===== config.mk =====
export PLATFORM = sky130hd
export DESIGN_NAME = lssp_relax
export DESIGN_NICKNAME = d
export VERILOG_FILES = /design/src/hw/rtl/lssp_pkg.sv /design/src/hw/rtl/lssp_relax.sv
export SDC_FILE = /design/constraint.sdc
export NUM_CORES = 1
export LEC_CHECK = 0
export BUFFER_PORTS_ARGS = -buffer_cell sky130_fd_sc_hd__buf_2
export CAP_MARGIN = 5
export CORE_MARGIN = 1.5
export CORE_UTILIZATION = 40
export DETAILED_ROUTE_END_ITERATION = 16
export GPL_ROUTABILITY_DRIVEN = 1
export GPL_TIMING_DRIVEN = 0
export PLACE_DENSITY = 0.76
export SETUP_SLACK_MARGIN = 0.4
export SYNTH_ARGS = -nofsm -noshare
export SYNTH_HDL_FRONTEND = slang
export SYNTH_SLANG_ARGS = --single-unit

===== constraint.sdc =====
create_clock -name vclk -period 3.9
set_input_delay 0.585 -clock vclk [all_inputs]
set_output_delay 0.585 -clock vclk [all_outputs]
set_load 0.02 [all_outputs]

===== src/hw/rtl/lssp_pkg.sv =====
// shared types and constants of the link-state shortest path engine
// no dependencies
`default_nettype none
package lssp_pkg;
    localparam int ID_W        = 4;
    localparam int PATH_W      = 20;
    localparam int LINK_COST_W = 16;
    localparam logic [PATH_W-1:0] PATH_MAX = {PATH_W{1'b1}};

    typedef enum logic {
        FUNC_LINK  = 1'b0,
        FUNC_ROUTE = 1'b1
    } func_t;

    typedef struct packed {
        logic              upd;
        logic [PATH_W-1:0] cost;
    } relax_t;
endpackage
`default_nettype wire


===== src/hw/rtl/lssp_relax.sv =====
// edge relaxation: saturating candidate cost and update decision
// depends on lssp_pkg
`default_nettype none
module lssp_relax #(
    parameter int NB        = 4,
    parameter int COST_BITS = 16
) (
    input  wire logic [lssp_pkg::PATH_W-1:0] base_cost,
    input  wire logic                        link_valid,
    input  wire logic [COST_BITS-1:0]        link_cost,
    input  wire logic [NB-1:0]               u,
    input  wire logic                        dst_reached,
    input  wire logic                        dst_settled,
    input  wire logic [lssp_pkg::PATH_W-1:0] dst_cost,
    input  wire logic [NB-1:0]               dst_prior,
    output lssp_pkg::relax_t                 res
);
    import lssp_pkg::*;

    localparam int SW = ((PATH_W > COST_BITS) ? PATH_W : COST_BITS) + 1;

    logic [SW-1:0]     sum;
    logic [PATH_W-1:0] cand;

    assign sum  = SW'(base_cost) + SW'(link_cost);
    assign cand = (sum > SW'(PATH_MAX)) ? PATH_MAX : sum[PATH_W-1:0];

    always_comb begin
        res.cost = cand;
        res.upd  = link_valid && !dst_settled &&
                   (!dst_reached || (cand < dst_cost) ||
                    ((cand == dst_cost) && (u < dst_prior)));
    end
endmodule
`default_nettype wire


Yosys cells after proc, flatten, opt, wreduce, memory -nomap -nowiden
Cells that the tools add are included.
{"block": "word_totals", "ff_bits": 0, "inputBits": 67}
{"block": "op_classes", "eq_ne": 1, "magnitude_cmp": 3, "mux": 1, "add_sub_neg": 1, "reduce_logical": 7}
{"op": "adder 20 x 16 -> 21 bit", "count": 1}
{"op": "> comparator 21 x 20 -> 1 bit (second input constant)", "count": 1}
{"op": "== test 20 bit", "count": 1}
{"op": "less-than comparator 20 bit", "count": 1}
{"op": "two-way mux 20 bit", "count": 1}
{"op": "less-than comparator 4 bit", "count": 1}
{"op": "logical AND 1 bit", "count": 3}
{"op": "logical NOT 1 bit", "count": 2}
{"op": "logical OR 1 bit", "count": 2}

Longest topological paths before layout
{"block": "depth", "word_depth": 7, "depth_mapped": 16, "mapped_depth_nobuf": 16}

Least setup slack after synthesis
Ideal clock, no wire load.
{"block": "synth_path", "path_kind": "input to output", "startpoint": "in base_cost[0] in the netlist's numbering", "endpoint": "out res[20] in the netlist's numbering", "t_arrival_ps": 4208, "setup_slack_ps": -893, "path_buffers": 0, "cell_stages": 15, "cell_sequence": "ha_1 -> inv_1 -> fa_1 -> nand2b_1 -> a21oi_1 -> o21ai_2 -> o21ai_0 -> o21ba_2 -> o311ai_0 -> ha_1 -> a21o_1 -> a21oi_1 -> o21a_1 -> nor2_1 -> o32ai_1"}
{"item": "start: declaration", "line": "lssp_relax.sv:8", "source": "input wire logic [lssp_pkg::PATH_W-1:0] base_cost,"}
{"item": "end: declaration", "line": "lssp_relax.sv:16", "source": "output lssp_pkg::relax_t res"}

==> results.md <==
- Outcome: finished, violations left
- Failing checks: negative setup slack
- Avg Inst Size Synth: 7.015 um2
- VDD IR-drop max: 0.08652 mV
- CP Class: input port to primary output
- Final setup violating endpoints: 1
- Die W: 67.06 um
- Minimum clock period: 4329 ps
- Iteration-0 DRC Markers: 53
- Setup crit start: base_cost[6]
- Core Util, Final: 62.44%
- Hold-fix buffers, CTS: 0
- Upper clock frequency limit: 231.0 MHz
- Routed vias: 2,000
- Post-route ant nets: 0
- Hold path depth: 4
- First-pass GRT wire length: 7334 um
- DR top layer: met4
- Worst path max stage delay: 400 ps
- Max_cap viols: 0
- Routed met3 length: 215 um
- Type of the worst min-delay path: input port to primary output
- Most frequent cells after synthesis: 39 x ha_1, 29 x inv_1, 27 x nand2_1
- Max-slew violation count: 0
- Routed length per instance: 12.57 um
- Detail Placement HPWL: 3927 um
- Met2 WL: 2386 um
- Startpoint Class: input port
- Post-Syn Nets: 341
- Setup Total Neg Slack: -428.9 ps
- P_leak: 1.337 nW
- Number of antenna violations at the first check in global routing: 0
- Post-Syn Area: 0.001642 mm2
- Slowest stage cell, crit path: or3_4
- FF+latch area: 0 um2
- Nets: 436
- Total Power: 0.0004723 W
- Syn Inst Count: 234
- Syn. warnings: 0
- CP required: 3310 ps
- Seq/Total Area, Yosys: 0%
- Pwr Density: 190.5 mW/mm2
- Fraction of layout instances using a drive strength above 1: 42.51%
- Top cells by area, synth: ha_1 30%, inv_1 6.6%, nand2_1 6.2%, a21oi_1 5.5%, a21o_1 5.5%
- TritonRoute pass-1 iters: 4
- M1 wire length: 2084 um
- Largest net degree at the start of global routing: 11
- RSZ-0062 raised after global routing: yes
- Final worst-path cycle share: 111.0%
- Via density: 5.305
- Vias in the first global route: 1,804
- # rows: 23
- GRT Total Usage: 20.01%
- DRC: 0
- Max FO, Critical Path: 5
- Top-area cell type share of the netlist area: 29.73%
- Most used cell along the critical path: o21a_1
- Antenna diodes: 0
- Die height: 67.06 um
- Starting Density: 41.34%
- Slew HR: 76.18%
- # fillers: 352
- Critical path, cell by cell: buf_2 -> ha_1 -> a21oi_1 -> o21a_1 -> o2111ai_2 -> and3b_2 -> o21a_1 -> mux2_4 -> ha_4 -> nand4_1 -> or3_4 -> nor4_4 -> a21boi_2 -> o32ai_4 -> buf_6
- Crit. End Element: primary output
- Top-count cell post-synth: ha_1
- Netlist cell types: 48
- Cell taking the most area after synthesis: ha_1
- Final WS setup: -428.9 ps
- Buffers on Ports: 88
- Area Overhead vs Synth: 51.07%
- Total die area: 0.004497 mm2
- Least-Margin Pin Slew: 353.6 ps
- FF+latch count: 0
- Core box area: 0.003971 mm2
- CLK BUF: 0
- Final hold vios: 0
- Setup WS pre-CTS: -650.2 ps
- Crit path DAT: 3740 ps
- Final WL: 4738 um
- Setup crit end: res[20]
- IO Count: 88
- Routability cong.: 0.8704
- Remaining global-route overflow: 0
metal layers:
| metal | GRT usage, % | up-vias |
|---|---|---|
| li1 | - | 1033 |
| met1 | 25.33 | 893 |
| met2 | 37.62 | 67 |
| met3 | 0.5068 | 7 |
| met4 | 3.316 | 0 |
| met5 | 0 | - |
worst min-delay path by stage:
stage	from	to	slack, ps
final	base_cost[19]	res[19]	1580
after global routing	base_cost[19]	res[19]	1590
after CTS	base_cost[19]	res[19]	1580
after detailed placement	base_cost[19]	res[19]	1570
after global placement	base_cost[19]	res[19]	1570
after floorplan	base_cost[19]	res[19]	1300
cell usage in the layout, fill, tap and decap left out, types with 5 or more instances in the layout:
cell type,instances
buf_2,89
ha_1,30
inv_1,29
nand2_1,21
a21oi_1,16
a21o_1,12
nor2_1,10
o21ai_0,8
nand4_1,7
xor2_1,7
ha_4,7
o21a_1,6
nand2b_1,6
nand2_2,6
and3_1,5
nor2b_1,5
buf_4,5
critical path, delay by kind of cell:
kind	cells	cell delay [ps]
mux	1	320
fa+ha+maj	2	620
simple gates	4	950
compound gates	6	1010
buf+inv	2	250
area by class of cell:
type / instances / area [um2] / area share [%]
multi-input combinational: 199 / 1784 / 71.95
buffer: 6 / 40.04 / 1.615
timing repair buffer: 93 / 484.2 / 19.53
inverter: 29 / 108.9 / 4.389
tap: 50 / 62.56 / 2.523
where the power goes:
group	leakage [nW]	total, W	internal [W]	switching (W)
registers	0	0	0	0
clock network	0	0	0	0
logic	1.34	0.000472	0.000207	0.000266
stage by stage:
step                hold WS (ps)  area, um2  std cells
finish                      1576       2480        377
global placement            1571       2303        372
global route                1585       2480        377
CTS                         1575       2396        376
detailed placement          1574       2303        372
floorplan                   1305       1800        234
what timing repair did:
item | 4_1_cts | 5_1_grt
setup endpoints to repair | 1 | 1
setup buffers | 4 | 1
gates resized for setup | 12 | 12
cloned | 0 | 0
pin swaps | 7 | 5
logic make-up after synthesis:
group / after synthesis / synth area share, %
compound gates: 74 / 31.25
simple gates: 72 / 21.88
fa+ha+maj: 40 / 30.95
buf+inv: 35 / 8.460
xor+xnor: 11 / 5.869
mux: 2 / 1.600
No activity file was read; power rests on OpenSTA's default activity.
