[config.mk]
export PLATFORM = sky130hd
export DESIGN_NAME = lssp_ram
export DESIGN_NICKNAME = d
export VERILOG_FILES = /design/src/hw/rtl/lssp_ram.sv
export SDC_FILE = /design/constraint.sdc
export NUM_CORES = 1
export LEC_CHECK = 0
export BUFFER_PORTS_ARGS = -buffer_cell sky130_fd_sc_hd__buf_2
export CAP_MARGIN = 10
export CORE_ASPECT_RATIO = 1.5
export CORE_MARGIN = 8
export CORE_UTILIZATION = 35
export CTS_BUF_LIST = sky130_fd_sc_hd__clkbuf_4 sky130_fd_sc_hd__clkbuf_8
export DETAILED_ROUTE_END_ITERATION = 8
export PLACE_DENSITY = 0.62
export SLEW_MARGIN = 30
export SYNTH_ARGS = -nofsm -noshare
export SYNTH_HDL_FRONTEND = slang
export SYNTH_SLANG_ARGS = --single-unit
[constraint.sdc]
create_clock -name aclk -period 2.1 [get_ports aclk]
set_clock_uncertainty 0.2 [all_clocks]
set_input_delay 0.21 -clock aclk [delete_from_list [all_inputs] [get_ports aclk]]
set_output_delay 0.21 -clock aclk [all_outputs]
set_load 0.03 [all_outputs]
[src/hw/rtl/lssp_ram.sv]
// generic single-port-write, single-port-read ram with registered read
// no dependencies
`default_nettype none
module lssp_ram #(
    parameter int WIDTH = 8,
    parameter int DEPTH = 16
) (
    input  wire logic                     aclk,
    input  wire logic                     we,
    input  wire logic [$clog2(DEPTH)-1:0] waddr,
    input  wire logic [WIDTH-1:0]         wdata,
    input  wire logic [$clog2(DEPTH)-1:0] raddr,
    output logic      [WIDTH-1:0]         rdata
);
    logic [WIDTH-1:0] mem [DEPTH];

    always_ff @(posedge aclk) begin
        if (we) begin
            mem[waddr] <= wdata;
        end
        rdata <= mem[raddr];
    end
endmodule
`default_nettype wire

# Word-level counts from Yosys, hierarchy flattened
# Memories as Yosys holds them, arrays and structs flattened. A register that Yosys moved wholly into a read port is not among the register bits.
# Index checks and enable logic that the tools add are counted.
[word_totals]
register_bits = 0
ramBits = 128
in_bits = 18
word_cells = 3
memories = 1
[mem_list]
columns = ["name", "words", "width", "read_ports", "rd_ports_with_merged_regs", "wr", "line", "rtl"]
rows = [
  ["mem", 16, 8, 1, 1, 1, "15", "logic [WIDTH-1:0] mem [DEPTH];"],
]
[classes]
muxes = 2
[ops]
columns = ["op", "count"]
rows = [
  ["two-way mux 1 bit", 2],
]

# Logic depth before layout (Yosys ltp)
# Gate-level depths: netlist (run 1).
[depth]
depth_word = 2
ltp_mapped = 5
ltp_nobuf = 3

# Least setup slack after synthesis (run 1)
# No wires, ideal clock.
[synth_path]
path_type = "input to register"
from = "in waddr[2]"
to = "mem mem[0][0], enable pin"
setup_ns = 0.383
t_arrival_ns = 1.320
required_time_ns = 1.517
path_slack_ns = 0.197
cell_stages = 2
path_buffers = 0
path_cell_list = "or3b_2 -> nor3_1"
[synth_rtl]
columns = ["element", "line", "rtl"]
rows = [
  ["start: declaration", "10", "input wire logic [$clog2(DEPTH)-1:0] waddr,"],
  ["end: declaration", "15", ""],
]
# No word-level cell before the write port.

==> impl_results.md, run 1 <==
* Post-DRT Antenna Nets at 0
* Pwr/cell area at 907 mW/mm2
* Root Buffer: clkbuf_8
* Crit-path slowest cell: mux4_1
* R2r startpoint: mem[5][0]
* Setup WS pre-CTS at 0.175 ns
* Worst hold endpoint: mem[7][7]
* Share of cells above drive strength 1 at 0.318
* Via count at 2445
* Most common library cells after synthesis: edfxtp_1 (128), mux4_2 (18), a22oi_1 (16)
* Ports at 26
* P&R area growth vs syn at 19.0%
* H-tree levels at 4
* Final worst-path cycle share at 0.733
* Syn avg cell area at 22.5 um2
* Core ar. at 0.0145 mm2
* RSZ-0062 raised after global routing: no
* 1st-pass router iterations at 4
* Gr usage total at 0.114
* Clock latency on the worst-skew pair at 0.43 ns
* Buf/Inv on CP at 0
* Placed inst area at 0.00564 mm2
* Worst-path maximum fanout at 1
* Slew HR at 0.740
* Post-CTS Repair Setup Buffers at 0
* CP peak stage delay at 0.54 ns
* Wire per inst at 19.9 um
* Total clock sinks at 136
* Worst Reg-to-Reg Cells at 3
* Final WS setup at 0.561 ns
* # port buffers at 25
* Fin. Hold Viols at 0
* Worst setup EP type: flop
* Yosys top cell area share at 0.747
* First-pass GRT wire length at 15400 um
* Num rows at 54
* CTS tree: built
* Post-synthesis sequential area ratio at 0.778
* DRC at 0
* Crit-path cells: mux4_1 > a22oi_1 > nand2_1
* Min Tclk post-route at 1.54 ns
* Die H at 165 um
* Worst-margin pin slew at 0.389 ns
* Area of the die at 0.0189 mm2
* Cell depth of the worst hold path at 3
* Placer Congestion at 0.716
* Die Wd at 115 um
* Syn_nets at 247
* Count leader, synth: edfxtp_1
* Hold Crit Class: input pin to flop
* Synth top area cells: edfxtp_1 (75%), mux4_2 (7.9%), mux4_1 (7.1%)
* Ys flop type: edfxtp_1
* Synth area leader: edfxtp_1
* MaxCap Viol Count at 0
* Crit start category: flop
* Vias in the first global route at 2652
* Final Max Tran Viols at 0
* Via density at 4.85
* Worst hold start: waddr[2]
* Synth cell types at 19
* FMAX at 650 MHz
* Sum of negative setup slack at 0 ns
* Ys async rst share at 0
* CTS Buffer Depth at 2
* Synthesized area at 0.00515 mm2
* ANT cells at 0
* CP delay by family, top: multiplexers
* Status: finished, final reports clean
* VDD IR max at 0.000327 V
* Initial Util at 0.356
* Data required time of the worst path at 2.21 ns
* Reg2Reg Capture Point: rdata[0]
* Leakage at 0.00206 uW
* Crit path kind: flop to flop
* Final instance area at 0.00613 mm2
* Grt ovf at 0
* Final setup fails at 0
* R2R Setup Slk at 0.56 ns
* Initial antenna violation count at 0
* HPWL after DPL at 6990 um
* Routed wire length at 10000 um
* #FFs+latches synth at 136
* DR iter-0 viols at 263
* Largest net degree at the start of global routing at 19
* Post-synth EDFFs at 128
* Syn Inst Count at 229
* NumNets Final at 313
* Worst EP arrival at 1.65 ns
* Worst-path clk slew at 0.08 ns
* CTS Buf Count at 17
* Total number of yosys warnings at 0
area by class of cell:
type                    count  area (um2)
clock buffers              17         234
well taps                 196         245
clock inverters            15         176
multi-input cells          83        1060
fillers                  1279        8330
flip-flops and latches    136        4000
repair buffers             57         410
metrics by stage:
stage | instances | power (uW) | util | hold slack [ns]
after floorplan | 229 | 3290 | - | 0.109
after global placement | 464 | 3430 | 0.390 | 0.391
after detailed placement | 464 | 3440 | 0.390 | 0.413
after CTS | 504 | 5610 | 0.424 | 0.116
after global routing | 504 | 5740 | 0.424 | 0.161
final | 504 | 5560 | 0.424 | 0.149
power breakdown:
| part | internal [uW] | total (uW) | switching (uW) |
|---|---|---|---|
| Clock | 1170 | 2180 | 1000 |
| Combinational | 138 | 331 | 193 |
| Sequential | 3030 | 3050 | 16.8 |
how the worst max path moves through the flow:
| stage | startpoint | endpoint | slack (ns) | cells past startpoint |
|---|---|---|---|---|
| 3_3_place_gp | raddr[0] | rdata[0] | 0.18 | 5 |
| 4_1_cts | mem[5][0] | rdata[0] | 0.55 | 3 |
| 5_1_grt | mem[9][3] | rdata[3] | 0.51 | 3 |
| 3_5_place_dp | raddr[0] | rdata[3] | 0.18 | 5 |
| 6_report | mem[5][0] | rdata[0] | 0.56 | 3 |
| 2_1_floorplan | waddr[2] | mem[0][0] | 0.20 | 2 |
routing by layer:
layer / part of all wire / track usage / up-vias / routed length (um)
li1: - / - / 1104 / -
met1: 0.38 / 0.119 / 1275 / 3870
met2: 0.56 / 0.205 / 51 / 5610
met3: 0.036 / 0.0282 / 15 / 365
met4: 0.020 / 0.0600 / 0 / 199
met5: 0 / 0 / - / 0
worst reg2reg max path, delay by kind of cell (launching register included):
family,cells,cell delay (ns)
simple gates,1,0.11
compound gates,1,0.21
mux,1,0.54
flops,1,0.37
sequential cells by signal, summed over array words and instances, names as in the netlist:
name / cells
rdata: 8
mem: 128
cells by family after synthesis:
family | Yosys count | share of synthesized area
and+or+nand+nor | 35 | 0.0318
AOI/OAI and AO/OA | 16 | 0.0233
DFF | 136 | 0.778
buffers and inverters | 10 | 0.0168
muxes | 32 | 0.150
what timing repair did:
action | 4_1_cts | 5_1_grt
hold buffers | 8 | 0
gates resized for setup | 0 | 0
hold endpoints to repair | 128 | 0
layout by cell type (no fill, tap or decap):
cell / instances
nand3b_1: 2
buf_2: 25
clkinvlp_4: 4
clkinv_1: 2
nor2_1: 13
mux4_1: 14
clkinv_2: 1
mux4_2: 18
dlygate4sd3_1: 8
and2b_1: 1
or3b_2: 1
nor3_1: 4
dfxtp_1: 8
inv_6: 2
and2_1: 1
buf_12: 2
a22oi_1: 16
edfxtp_1: 128
buf_4: 22
bufinv_16: 3
nor2b_1: 1
nand2b_1: 2
clkbuf_8: 17
nand2_1: 9
clkinv_4: 3
nand3_1: 1
Note: power is estimated with default switching activity, not from simulation.
==> run 2, diff against run 1 <==
Settings changed: ABC_AREA from default to 1.
Clock period 2.1 ns to 1.6 ns, I/O delays scaled along.
==> impl_results.md, run 2 <==
* Most frequent CP cell: nand3_1
* HPWL after DPL at 8430 um (+21%)
* Placer Congestion at 0.837 (+17%)
* Top flop regs: mem: 128 flops, rdata: 8 flops
* Logic pwr share at 0.073 (+0.013)
* Synth area leader: edfxtp_1
* Final setup fails at 0 (unchanged)
* Sum of negative setup slack at 0 ns (unchanged)
* FMAX at 710 MHz
* Worst setup EP type: flop
* Sw frac at 0.222 (+0.00387)
* # port buffers at 25 (unchanged)
* P&R area growth vs syn at 16.6%
* Initial Util at 0.356 (about the same)
* Overall power at 7610 uW (+37%)
* ANT cells at 0 (unchanged)
* Ports at 26 (unchanged)
* P_int at 5920 uW (+36%)
* CP delay by family, top: buffers and inverters
* Crit-path cells: dlygate4sd3_1 > buf_2 > buf_4 > nand3_1 > nand3_1 > nand2_1
* Worst-path clk slew at 0.07 ns (about the same)
* Commonest cells after routing, fill and taps aside: nand2_1 (173), edfxtp_1 (128), inv_1 (100)
* Status: finished, final reports clean
* Syn Inst Count at 551 (+140%)
* Wire per inst at 15.5 um (-22%)
* Max reg flops at 128 (unchanged)
* Biggest register: mem
* Root Buffer: clkbuf_8
* Total number of yosys warnings at 0 (unchanged)
* Most common library cells after synthesis: nand2_1 (173), edfxtp_1 (128), inv_1 (100)
* CP peak stage delay at 0.52 ns (-0.02 ns)
* Num rows at 57 (+5.6%)
* Synth top area cells: edfxtp_1 (67%), nand2_1 (11%), nand3_1 (8.4%)
* Die H at 173 um (+5.3%)
* CTS Buffer Depth at 2 (unchanged)
* Core ar. at 0.0162 mm2 (+12%)
* CTS Buf Count at 17 (unchanged)
* Yosys top cell area share at 0.667 (-0.0802)
* Area of the die at 0.0209 mm2 (+11%)
* Total clock sinks at 136 (unchanged)
* Clock latency on the worst-skew pair at 0.44 ns (about the same)
* Via density at 4.65 (-4.2%)
* VDD IR max at 0.000529 V (+62%)
* Fin. Hold Viols at 0 (unchanged)
* Ys async rst share at 0 (unchanged)
* Seq pwr share at 0.526 (-0.022)
* Syn avg cell area at 10.5 um2 (-53%)
* Pwr/cell area at 1130 mW/mm2 (+25%)
* H-tree levels at 4 (unchanged)
* Routed wire length at 12800 um (+27%)
* 1st-pass router iterations at 4 (unchanged)
* Die Wd at 121 um (+5.0%)
* Most common cell after layout, fill and taps aside: nand2_1
* CTS tree: built
* Gr usage total at 0.128 (+0.0138)
* Post-CTS Repair Setup Buffers at 0 (unchanged)
* First-pass GRT wire length at 20000 um (+30%)
* DRC at 0 (unchanged)
* Slew HR at 0.591 (-0.149)
* Hold Crit Class: input pin to flop
* Initial antenna violation count at 0 (unchanged)
* Post-CTS sizing at 0 (unchanged)
* Buf/Inv on CP at 3 (+3)
* Via count at 3819 (+56%)
* Count leader, synth: nand2_1
* Post-DRT Antenna Nets at 0 (unchanged)
* Post-synth EDFFs at 128 (unchanged)
* Grt ovf at 0 (unchanged)
* Synthesized area at 0.00577 mm2 (+12%)
* Post-synthesis sequential area ratio at 0.694 (-0.0835)
* Syn_nets at 569 (+130%)
* Final worst-path cycle share at 0.880
* Synth cell types at 12 (-7)
* Crit-path slowest cell: dlygate4sd3_1
* Crit start category: input pin
* MaxCap Viol Count at 0 (unchanged)
* Share of cells above drive strength 1 at 0.130 (-0.188)
* Leakage at 0.00290 uW (+41%)
* Largest net degree at the start of global routing at 65 (+46)
* Worst-path maximum fanout at 10 (+9)
* Data required time of the worst path at 1.73 ns (-0.48 ns)
* #FFs+latches synth at 136 (unchanged)
* Clk network pwr share at 0.401 (+0.009)
* Final Max Tran Viols at 0 (unchanged)
* Psw at 1690 uW (+39%)
* Worst-margin pin slew at 0.612 ns (+0.223 ns)
* Min Tclk post-route at 1.41 ns
* Crit path kind: input pin to flop
* Vias in the first global route at 3886 (+47%)
* Worst EP arrival at 1.53 ns (-0.12 ns)
* DR iter-0 viols at 237 (-9.9%)
* RSZ-0062 raised after global routing: no
* Ys flop type: edfxtp_1
* NumNets Final at 621 (+98%)
-- run 2: changes by cell type in the layout (fill, tap and decap cells not counted), sizes merged, moves of 2 or more --
cell         delta
buf             -2
clkinvlp        -2
nor2            +4
nand3          +96
nand2b          -2
mux4           -32
inv           +101
nor3            -4
dlygate4sd3     +2
nand2         +164
a22oi          -16
clkbuf          +3
-- run 2: kinds of logic after synthesis --
logic type / Yosys count / share of synthesized area
flops: 136 / 0.694
simple gates: 289 / 0.210
buf+inv: 126 / 0.0952
-- run 2: per-stage QoR --
stage / utilization / setup slack (ns) / hold WS [ns] / instance area, um2 / instances
2_1_floorplan: - / 0.289 / 0.0589 / 5770 / 551
3_3_place_gp: 0.382 / 0.0771 / 0.334 / 6190 / 780
6_report: 0.415 / 0.191 / 0.0709 / 6720 / 822
5_1_grt: 0.415 / 0.180 / 0.0620 / 6720 / 822
4_1_cts: 0.415 / 0.198 / 0.0462 / 6720 / 822
3_5_place_dp: 0.382 / 0.0557 / 0.336 / 6190 / 780
-- run 2: power by group through the flow --
stage	logic (uW)	clock network (uW)	registers (uW)
2_1_floorplan	281	0	4120
3_3_place_gp	533	0	4080
3_5_place_dp	539	0	4080
4_1_cts	559	3100	4000
5_1_grt	610	3240	4010
6_report	553	3050	4000
-- run 2: cell type report --
type                            instances  area (um2)
Fill cell                            1497        9470
Sequential cell                       136        4000
Multi-Input combinational cell        289        1210
Timing Repair Buffer                   57         428
Inverter                              102         383
Clock buffer                           20         263
Tap cell                              206         258
Clock inverter                         12         175
-- run 2: worst reg2reg max path, cell delays in order, from the launching register on --
cell      delay (ns)
edfxtp_1        0.38
inv_1           0.06
nand2_1         0.05
nand3_1         0.08
nand3_1         0.19
nand3_1         0.15
nand2_1         0.06
-- run 2: routing by layer --
| layer | GRT usage | share of wire | vias up |
|---|---|---|---|
| met2 | 0.222 | 0.52 | 110 |
| li1 | - | - | 1872 |
| met5 | 0 | 0 | - |
| met4 | 0.0967 | 0.059 | 0 |
| met1 | 0.130 | 0.39 | 1800 |
| met3 | 0.0277 | 0.040 | 37 |
-- run 2: final timing paths --
path / startpoint / to / slack [ns] / depth (start not counted)
max: raddr[2] / rdata[0] / 0.19 / 6
min: waddr[2] / mem[5][1] / 0.07 / 3
max reg2reg: mem[7][0] / rdata[0] / 0.33 / 6
min reg2reg: mem[2][5] / rdata[5] / 0.47 / 6
-- run 2: what timing repair did --
item	in CTS	in global routing
endpoints found under the setup margin	0	0
hold buffers	10	0
hold endpoints to repair	136	0
==> run 3, diff against run 2 <==
Clock period 1.6 ns to 1.4 ns, I/O delays scaled along.
==> impl_results.md, run 3 (synthesis gave the netlist of run 2 again) <==
* Num rows at 57 (unchanged)
* Share of cells above drive strength 1 at 0.136 (+0.00605)
* R2R Setup Slk at 0.08 ns (-0.25 ns)
* H-tree levels at 4 (unchanged)
* Final instance area at 0.00674 mm2 (+0.28%)
* Grt ovf at 0 (unchanged)
* Vias in the first global route at 3981 (+2.4%)
* Final Max Tran Viols at 0 (unchanged)
* DR iter-0 viols at 201 (-15%)
* Footprint of the multi-input gates at 0.00121 mm2 (unchanged)
* CP peak stage delay at 0.38 ns (-0.14 ns)
* Worst EP arrival at 0.99 ns (-0.54 ns)
* Via count at 3827 (+0.21%)
* Clk network pwr share at 0.389 (-0.012)
* Slew HR at 0.744 (+0.153)
* Placed inst area at 0.00623 mm2 (+0.77%)
* FMAX at 754 MHz
* Sum of negative setup slack at 0 ns (unchanged)
* Total area of sequential cells at 0.00400 mm2 (unchanged)
* Fillers at 1495 (-0.13%)
* Buf/Inv on CP at 1 (-2)
* Worst-path maximum fanout at 1 (-9)
* Max reg flops at 128 (unchanged)
* HPWL after DPL at 8940 um (+6.0%)
* Finished Layout Cells at 824 (+0.24%)
* Seq pwr share at 0.535 (+0.009)
* Root Buffer: clkbuf_8
* Leakage at 0.00292 uW (+0.55%)
* Pwr/cell area at 1270 mW/mm2 (+12%)
* CTS Buf Count at 17 (unchanged)
* Worst hold start: raddr[2]
* P&R area growth vs syn at 16.9%
* RSZ-0062 raised after global routing: no
* Reg2Reg Capture Point: rdata[0]
* Post-CTS Repair Setup Buffers at 0 (unchanged)
* CTS tree: built
* First-pass GRT wire length at 21000 um (+4.6%)
* Overall power at 8550 uW (+12%)
* Worst hold endpoint: rdata[6]
* 1st-pass router iterations at 4 (unchanged)
* Cell depth of the worst hold path at 5 (+2)
* Top flop regs: mem: 128 flops, rdata: 8 flops
* Worst setup EP type: output pin
* Initial Util at 0.356 (unchanged)
* Data required time of the worst path at 1.06 ns (-0.67 ns)
* VDD IR max at 0.000717 V (+35%)
* Core ar. at 0.0162 mm2 (unchanged)
* Clock latency on the worst-skew pair at 0.43 ns (about the same)
* CTS Buffer Depth at 2 (unchanged)
* P_int at 6670 uW (+13%)
* Total clock sinks at 136 (unchanged)
* Crit-path slowest cell: dfxtp_1
* Fin. Hold Viols at 0 (unchanged)
* Placer Congestion at 0.829 (-0.99%)
* Die Wd at 121 um (unchanged)
* DRC at 0 (unchanged)
* Commonest cells after routing, fill and taps aside: nand2_1 (173), edfxtp_1 (128), inv_1 (100)
* Gr usage total at 0.134 (+0.00648)
* Worst Reg-to-Reg Cells at 6 (unchanged)
* Wire per inst at 15.9 um (+2.5%)
* Psw at 1870 uW (+11%)
* Post-DRT Antenna Nets at 0 (unchanged)
* Largest net degree at the start of global routing at 65 (unchanged)
* MaxCap Viol Count at 0 (unchanged)
* Final setup fails at 0 (unchanged)
* Ports at 26 (unchanged)
* Dpl cells at 783 (+0.38%)
* Initial antenna violation count at 0 (unchanged)
* Logic pwr share at 0.076 (+0.003)
* CP delay by family, top: flip-flops
* Final worst-path cycle share at 0.947
* Most common cell after layout, fill and taps aside: nand2_1
* ANT cells at 0 (unchanged)
* Die H at 173 um (unchanged)
* NumNets Final at 623 (+0.32%)
* # port buffers at 25 (unchanged)
* Biggest register: mem
* R2r startpoint: mem[7][0]
* Status: finished, final reports clean
* Hold Crit Class: input pin to flop
* Routed wire length at 13100 um (+2.8%)
* Crit path kind: flop to output pin
* Crit start category: flop
* Worst-path clk slew at 0.07 ns (about the same)
* Via density at 4.64 (about the same)
* Worst-margin pin slew at 0.383 ns (-0.229 ns)
* Sw frac at 0.219 (-0.00335)
* Crit-path cells: buf_4
* Min Tclk post-route at 1.33 ns
* Area of the die at 0.0209 mm2 (unchanged)
## run 3: cell types whose count changed in the layout (fill, tap and decap cells not counted), sizes merged
| cell | change |
|---|---|
| clkbuf | +3 |
| inv | -1 |
| clkinv | -1 |
| dlygate4sd3 | -1 |
| buf | +3 |
| bufinv | -1 |
## run 3: worst max path at each step
stage | depth (start not counted) | start | to | slack (ns)
after floorplan | 2 | waddr[3] | mem[4][0] | 0.11
after detailed placement | 7 | raddr[0] | rdata[5] | -0.1
after global routing | 1 | rdata[2] | rdata[2] | 0.01
after CTS | 1 | rdata[2] | rdata[2] | 0.03
final | 1 | rdata[2] | rdata[2] | 0.07
after global placement | 7 | raddr[0] | rdata[5] | -0.06
## run 3: worst register-to-register path, stage by stage, from the launching register on
cell	delay, ns
edfxtp_1	0.38
inv_1	0.07
nand2_1	0.05
nand3_1	0.09
nand3_1	0.21
nand3_1	0.16
nand2_1	0.06
## run 3: cell type report
class,instances,share of cell area
repair buffers,59,0.0694
inverters,102,0.0568
well taps,206,0.0382
clock buffers,23,0.0432
clock inverters,9,0.0186
flip-flops and latches,136,0.594
multi-input cells,289,0.180
## run 3: through the flow
step	hold slack (ns)	setup slack, ns	utilization
CTS	0.00719	0.0268	0.416
finish	0.0116	0.0739	0.416
global placement	0.318	-0.0643	0.385
global route	0.0367	0.0126	0.416
floorplan	0.0389	0.109	-
detailed placement	0.318	-0.0953	0.385
## run 3: power groups by stage
stage / Clock, uW / Sequential [uW] / Combinational, uW
6_report: 3320 / 4570 / 651
5_1_grt: 3530 / 4580 / 719
4_1_cts: 3370 / 4580 / 662
3_5_place_dp: 0 / 4670 / 638
3_3_place_gp: 0 / 4670 / 627
2_1_floorplan: 0 / 4710 / 321
## run 3: per-layer routing
layer	routed length (um)	vias up	track usage	share of wire
met5	0	-	0	0
li1	-	1881	-	-
met1	5010	1815	0.139	0.38
met3	480	30	0.0251	0.037
met4	646	0	0.0941	0.049
met2	6990	101	0.237	0.53
## run 3: timing repair
item,4_1_cts,5_1_grt
hold endpoints to repair,136,0
setup endpoints to repair,1,0
resized for setup,1,0
hold buffers,9,0
